<file path="config.mk">
export PLATFORM = sky130hd
export DESIGN_NAME = kvi_div
export DESIGN_NICKNAME = d
export VERILOG_FILES = /design/src/design/kvi_pkg.sv /design/src/design/kvi_div.sv
export SDC_FILE = /design/constraint.sdc
export NUM_CORES = 2
export LEC_CHECK = 0
export BUFFER_PORTS_ARGS = -buffer_cell sky130_fd_sc_hd__buf_4
export CAP_MARGIN = 20
export CORE_UTILIZATION = 55
export DETAILED_ROUTE_END_ITERATION = 7
export MAX_ROUTING_LAYER = met4
export PLACE_DENSITY = 0.79
export SLEW_MARGIN = 20
export SYNTH_ARGS = -nofsm -noshare
export SYNTH_HDL_FRONTEND = slang
export SYNTH_SLANG_ARGS = --single-unit
export TNS_END_PERCENT = 1
</file>
<file path="constraint.sdc">
create_clock -name clock -period 8.97 [get_ports clock]
set_input_delay 1.794 -clock clock [delete_from_list [all_inputs] [get_ports clock]]
set_output_delay 1.794 -clock clock [all_outputs]
set_load 0.01 [all_outputs]
</file>
<file path="src/design/kvi_pkg.sv">
// Package of the keyframe voxel interpolator: widths, register codes and the
// records that travel down the pipeline. No dependencies.
package kvi_pkg;

   localparam int FRAC_BITS = 16;
   localparam int MAX_KEYS  = 64;
   localparam int KEY_W     = 6;
   localparam int CNT_W     = 7;
   localparam int FRAC_W    = 17;
   localparam int DATA_W    = 16;

   localparam logic [FRAC_W-1:0] ONE_Q      = 17'h10000;
   localparam logic [DATA_W-1:0] MID_CODE   = 16'h8000;
   localparam logic [32:0]       SCALAR_RND = 33'h8000;
   localparam logic [32:0]       NORMAL_RND = 33'h80;
   localparam logic [23:0]       CENTER     = 24'h800000;

   // Lerped normal component magnitude and the square-root and divider sizes.
   localparam int MAG_W      = 24;
   localparam int SQ_W       = 47;
   localparam int SUM_W      = 48;
   localparam int SQ_RAD_W   = 62;
   localparam int SQ_ROOT_W  = 31;
   localparam int SQ_REM_W   = 33;
   localparam int DV_DVD_W   = 47;
   localparam int DV_DVS_W   = 32;
   localparam int DV_QUO_W   = 18;

   localparam int CSR_ADDR_W = 3;
   localparam int CSR_DATA_W = 32;

   typedef enum logic [0:0] {
      REG_BLEND_FRACTION = 1'b0,
      REG_KEY_COUNT      = 1'b1
   } csr_index_type;

   typedef struct packed {
      logic [DATA_W-1:0]         blended_scalar;
      logic [2:0][DATA_W-1:0]    normal_a;
      logic [2:0][MAG_W-1:0]     mag;
      logic [2:0]                neg;
      logic                      pass;
      logic                      zero;
      logic [KEY_W-1:0]          lower_key;
      logic [KEY_W-1:0]          upper_key;
      logic                      last;
   } side_type;

   typedef struct packed {
      logic [DATA_W-1:0] blended_scalar;
      logic [DATA_W-1:0] blended_normal_x;
      logic [DATA_W-1:0] blended_normal_y;
      logic [DATA_W-1:0] blended_normal_z;
      logic [KEY_W-1:0]  lower_key;
      logic [KEY_W-1:0]  upper_key;
      logic              last_voxel_out;
   } rsp_type;

endpackage

</file>
<file path="src/design/kvi_div.sv">
// Pipelined restoring divider, one quotient bit per register stage.
// Depends on kvi_pkg; the quotient must fit in DV_QUO_W bits.
module kvi_div (
   input  logic                         clock,
   input  logic                         en,
   input  logic [kvi_pkg::DV_DVD_W-1:0] dividend,
   input  logic [kvi_pkg::DV_DVS_W-1:0] divisor,
   output logic [kvi_pkg::DV_QUO_W-1:0] quotient
);
   localparam int NW = kvi_pkg::DV_DVD_W;
   localparam int DW = kvi_pkg::DV_DVS_W;
   localparam int QW = kvi_pkg::DV_QUO_W;
   localparam int CW = DW + QW;

   logic [NW-1:0] rem_ff [QW];
   logic [DW-1:0] d_ff   [QW];
   logic [QW-1:0] q_ff   [QW];

   for (genvar s = 0; s < QW; s++) begin : g_step
      logic [NW-1:0] rem_p;
      logic [DW-1:0] d_p;
      logic [QW-1:0] q_p;
      logic [CW-1:0] rem_e;
      logic [CW-1:0] sh;
      logic [CW-1:0] diff;
      logic          fits;

      if (s == 0) begin : g_first
         assign rem_p = dividend;
         assign d_p   = divisor;
         assign q_p   = '0;
      end else begin : g_next
         assign rem_p = rem_ff[s-1];
         assign d_p   = d_ff[s-1];
         assign q_p   = q_ff[s-1];
      end

      // Stage s decides quotient bit QW-1-s.
      assign rem_e = {{(CW-NW){1'b0}}, rem_p};
      assign sh    = {{QW{1'b0}}, d_p} << (QW - 1 - s);
      assign fits  = rem_e >= sh;
      assign diff  = rem_e - sh;

      always_ff @(posedge clock) begin
         if (en) begin
            rem_ff[s] <= fits ? diff[NW-1:0] : rem_p;
            d_ff[s]   <= d_p;
            q_ff[s]   <= {q_p[QW-2:0], fits};
         end
      end
   end

   assign quotient = q_ff[QW-1];

endmodule

</file>
# [After elaboration in Yosys (flattened, before gate mapping)]
# Memory sizes are Yosys's and may differ from the RTL's.
# Index checks and enable logic that the tools add are counted.
[op_classes] add_sub_neg=18 magnitude_cmp=18 mux=20
[ops] op="two-way mux 47 bit" n=18
[ops] op="subtractor 47 bit" n=3
[ops] op=">= comparator 47 x 49 -> 1 bit" n=1
[ops] op=">= comparator 47 x 48 -> 1 bit" n=1
[ops] op=">= comparator 47 x 32 -> 1 bit" n=1
[ops] op=">= comparator 47 x 33 -> 1 bit" n=1
[ops] op=">= comparator 47 x 34 -> 1 bit" n=1
[ops] op=">= comparator 47 x 35 -> 1 bit" n=1
[ops] op=">= comparator 47 x 36 -> 1 bit" n=1
[ops] op=">= comparator 47 x 37 -> 1 bit" n=1
[ops] op=">= comparator 47 x 38 -> 1 bit" n=1
[ops] op=">= comparator 47 x 39 -> 1 bit" n=1
[ops] op=">= comparator 47 x 40 -> 1 bit" n=1
[ops] op=">= comparator 47 x 41 -> 1 bit" n=1
[ops] op=">= comparator 47 x 42 -> 1 bit" n=1
[ops] op=">= comparator 47 x 43 -> 1 bit" n=1
[ops] op=">= comparator 47 x 44 -> 1 bit" n=1
[ops] op=">= comparator 47 x 45 -> 1 bit" n=1
[ops] op=">= comparator 47 x 46 -> 1 bit" n=1
[ops] op=">= comparator 47 bit" n=1
[ops] op="subtractor 47 x 32 -> 47 bit" n=1
[ops] op="subtractor 47 x 33 -> 47 bit" n=1
[ops] op="subtractor 47 x 34 -> 47 bit" n=1
[ops] op="subtractor 47 x 35 -> 47 bit" n=1
[ops] op="12 further kinds" n=13
[word_totals] reg_bits=0 mem_bits_rw=1746 in_bits=81 output_inout_bits=18 word_cells=59 mem_count=3
[mem_list] name="rem_ff" words=18 width=47 rd=17 rd_ports_with_merged_regs=0 write_ports=18 line="kvi_div.sv:15" rtl="logic [NW-1:0] rem_ff [QW];"
[mem_list] name="d_ff" words=18 width=32 rd=17 rd_ports_with_merged_regs=0 write_ports=18 line="kvi_div.sv:16" rtl="logic [DW-1:0] d_ff [QW];"
[mem_list] name="q_ff" words=18 width=18 rd=18 rd_ports_with_merged_regs=0 write_ports=18 line="kvi_div.sv:17" rtl="logic [QW-1:0] q_ff [QW];"

# [Longest topological paths before layout]
# An unclocked memory read counts as a cell.
[logic_depth] ltp_word=3 depth_mapped=16 mapped_depth_nobuf=15

# [Worst setup path before layout]
# Ideal clock, no wire load.
[synth_timing] path_kind="input port to flip-flop" from="input dividend[17] in the netlist's numbering" to="memory rem_ff[0][39] in the netlist's numbering, data pin" setup_time_ps=260 arrival_time_ps=4678 required_time_ps=8710 path_slack_ps=4032 cell_stages=14 n_path_buf=1 cell_sequence="inv_1 -> ha_1 -> fa_1 -> nor2b_1 -> o31a_1 -> o31a_1 -> o31a_1 -> o22ai_1 -> o21ai_1 -> a31oi_1 -> o31a_1 -> o31ai_1 -> buf_2 -> mux2_2"
[synth_rtl] item="start, declared" line="kvi_div.sv:6" rtl="input logic [kvi_pkg::DV_DVD_W-1:0] dividend,"
[synth_rtl] item="end, declared" line="kvi_div.sv:15"

==> results.toml <==
[worst_setup_path]
cp-startpoint = "rem_ff[5][11]$_DFFE_PP_"
cp_cell_sequence = "inv_1 -> ha_1 -> inv_1 -> fa_1 -> a211oi_1 -> o21ai_0 -> a311oi_1 -> a31o_2 -> a2bb2oi_1 -> a221oi_1 -> o31a_1 -> nor2b_4 -> buf_4 -> buf_4 -> inv_2 -> mux2_2"
cpLargestDelayFamily = "compound AO/OA/AOI/OAI gates"
r2r_cells = 16
crit_buf_inv = 5
timing.critical_path.to_type = "flip-flop"
cp_depth = 16
worst-endpoint-required_ps = 9490
worst-setup-path-type = "reg2reg"
reg2reg_setup_slack_ps = 3710
worstSetupStartpointType = "flip-flop"
worstReg2RegStart = "rem_ff[5][11]$_DFFE_PP_"
endpoint = "rem_ff[6][28]$_DFFE_PP_"
regToRegEndpoint = "rem_ff[6][28]$_DFFE_PP_"
worst_path_max_fanout = 34
critical_path_arrival_ps = 5780
max_stage_delay_ps = 720
crit_path_top_delay_cell = "sky130_fd_sc_hd__a311oi_1"

[place]
port_buffers = 98
place.gp.congestion = 0.9885
dp_slack_ps = 3298
dp_hpwl_mm = 136.4

[power]
power_switching_share_pct = 35.37
share_comb_of_total_power_pct = 39.5
power_frac_clock_pct = 23.0
total_power_per_unit_cell_area_nw_per_um2 = 316.3
vdd.ir_drop.worst_mv = 0.1988
static-leakage-power_nw = 36.60
seqPwrFrac_pct = 37.5
power.net_switching_mw = 10.35
internal_cell_power_mw = 18.91

[yosys]
synthesis.nets = 8098
syn-cell-area_um2 = 83830
post_synthesis_cell_type_count = 92
synth-adder-area-share_pct = 8.959
synth_enable_flop_cells = 1514
ys_seq_elements = 1514
synth_common_cells = "sky130_fd_sc_hd__edfxtp_1 (1514), sky130_fd_sc_hd__inv_1 (716), sky130_fd_sc_hd__a21oi_1 (631), sky130_fd_sc_hd__ha_1 (573), sky130_fd_sc_hd__nand2_1 (523)"
async_flop_share_pct = 0
synthesis.area_per_instance_um2 = 11.29
synth_compound_gate_area_share_pct = 14.44
synth-xor-area-share_pct = 5.841
yosys_most_used_dff = "sky130_fd_sc_hd__edfxtp_1"
synthMostInstantiatedCell = "sky130_fd_sc_hd__edfxtp_1"
seq_area_frac_synth_pct = 54.24
netlist.area_leader.share_pct = 54.24
synth.top_cells.by_area = "sky130_fd_sc_hd__edfxtp_1 (54%), sky130_fd_sc_hd__ha_1 (8.6%), sky130_fd_sc_hd__a21oi_1 (3.8%), sky130_fd_sc_hd__xnor2_1 (3.3%), sky130_fd_sc_hd__inv_1 (3.2%)"
synth.yosys.warnings = 0
synth_simple_gate_area_share_pct = 10.25
post_synth_inst_count = 7427
synth_top_family_by_area = "compound AO/OA/AOI/OAI gates"
multiplexer_area_fraction_after_synthesis_pct = 2.297
synthDominantAreaCellType = "sky130_fd_sc_hd__edfxtp_1"

[floorplan]
fp.dieArea_um2 = 154000
row_count = 142
die-width_um = 392.4
floorplan.initialDensity_pct = 55.70
core_area_um2 = 150500
die_extent_in_y_um = 392.4
design.portCount = 99

[global_route]
grt_pass1_wl_mm = 285.3
total_routing_resource_utilization_after_global_routing_pct = 24.01
grt_start_max_net_pins = 180
global_route.overflow_total = 0
antenna_violations_before_repair = 1
vias_in_the_first_global_route = 57517

[final_layout]
design.final.nets = 8245
filler_cell_count = 11649
drive_gt1_share_pct = 7.906
syn2layout_area_growth_pct = 10.33

[clocking]
ctsHoldBuffers = 0
cts_resized = 0
clock_pin_slew_worst_setup_and_hold_paths_ps = 60
ctsLongestPathBuffers = 3
cts.root.buffer_cell = "sky130_fd_sc_hd__clkbuf_16"
tritoncts_num_sinks = 1514
cts_setup_buffers = 0
cts-buffers-inserted = 163
clk-insertion-delay-late_ps = 800
h-tree-depth = 4
cts_tree = "yes"

[status]
outcome = "finished, final reports clean"

[run]
maxCapViolations = 0

[routing]
post_drt_via_cell_ratio = 5.787
dr.first_iter.drc_count = 3509
drt-pass1-iter-count = 6
detailroute.via_count = 56250
route.detailed.drc = 0
wirelength_mm = 180.6
detail-route-antenna-nets = 0
wire_length_per_cell_um = 18.58

[min_path]
min-delay-path-class = "reg2reg"

[timing]
fin_worst_skew_ps = 44.30
period_needed_ps = 5261
hold_viol_final = 0
rsz0062_at_grt = "no"
timing.max_slew.rel_slack_pct = 24.42
postLayoutSetupSlackWorst_ps = 3709
layout_worst_path_cycle_share_pct = 58.65
finalSetupViolCount = 0
final.setup.tns_ps = 0
timing_max_transition_violations_final = 0
worstMarginPinSlew_ps = 1123
maximum_achievable_frequency_mhz = 190.1
area by class of cell:
type,instances,area [um2],area share [%]
Antenna cell,1,2.502,0.002706
Clock buffer,198,4210,4.552
Clock inverter,96,1215,1.314
Inverter,717,2691,2.910
Multi-Input combinational cell,5033,35210,38.07
Sequential cell,1514,45460,49.16
Tap cell,2016,2522,2.727
Timing Repair Buffer,145,1171,1.266
layer usage:
metal | global-route usage (%) | vias to the layer above | wire length [um]
li1 | - | 27666 | -
met1 | 21.46 | 26455 | 62660
met2 | 46.21 | 1490 | 98600
met3 | 2.887 | 639 | 5563
met4 | 16.88 | 0 | 13810
met5 | - | - | 0
how the worst min path moves through the flow:
stage	from	endpoint	slack (ps)	cells past startpoint
2_1_floorplan	q_ff[9][9]$_DFFE_PP_	q_ff[10][10]$_DFFE_PP_	400	0
3_3_place_gp	q_ff[16][0]$_DFFE_PP_	q_ff[17][1]$_DFFE_PP_	400	0
3_5_place_dp	q_ff[9][4]$_DFFE_PP_	q_ff[10][5]$_DFFE_PP_	400	0
4_1_cts	q_ff[14][8]$_DFFE_PP_	q_ff[15][9]$_DFFE_PP_	410	0
5_1_grt	q_ff[8][0]$_DFFE_PP_	q_ff[9][1]$_DFFE_PP_	420	0
6_report	q_ff[14][8]$_DFFE_PP_	q_ff[15][9]$_DFFE_PP_	410	0
cells in the final DEF (no fill, tap or decap), drive strengths merged, types with 92 or more instances in the layout:
cell type,Yosys,layout
mux2,163,163
a21oi,632,632
nor2,428,428
xnor2,315,315
ha,573,573
clkbuf,130,198
buf,33,145
edfxtp,1514,1514
nand3,128,128
nor3,92,92
nand4,98,98
o21ai,511,511
a21o,250,250
inv,717,721
nand2,523,523
xor2,244,244
power groups by stage:
stage               registers (mW)  logic (mW)  clock network, mW
floorplan                     10.8        8.77                  0
global placement              11.0        11.0                  0
detailed placement            11.1        11.3                  0
CTS                           10.9        11.4               6.85
global route                  11.1        12.8               7.12
finish                        11.0        11.6               6.72
sequential cells by signal, indices dropped and copies added, names as in the netlist:
| name | flops |
|---|---|
| q_ff | 171 |
| rem_ff | 799 |
| d_ff | 544 |
metrics by stage:
stage	power [mW]	cell area, um2	utilization, %	std cells	hold slack [ps]
2_1_floorplan	19.53	83830	-	7427	400.3
3_3_place_gp	22.05	87020	57.82	9423	400.6
3_5_place_dp	22.42	87050	57.85	9425	404.5
4_1_cts	29.24	92480	61.45	9719	405.1
5_1_grt	31.02	92490	61.46	9719	419.5
6_report	29.25	92490	61.46	9720	407.3
kinds of logic (layout without fill, tap and decap cells):
family,Yosys count,in the layout
AOI/OAI and AO/OA,1954,1954
xor gates and xnor gates,559,559
muxes,172,172
DFF,1514,1514
adders and majority gates,590,590
buffers and inverters,880,1156
and+or+nand+nor,1758,1758
other,0,1
(Power assumes the default switching activity.)
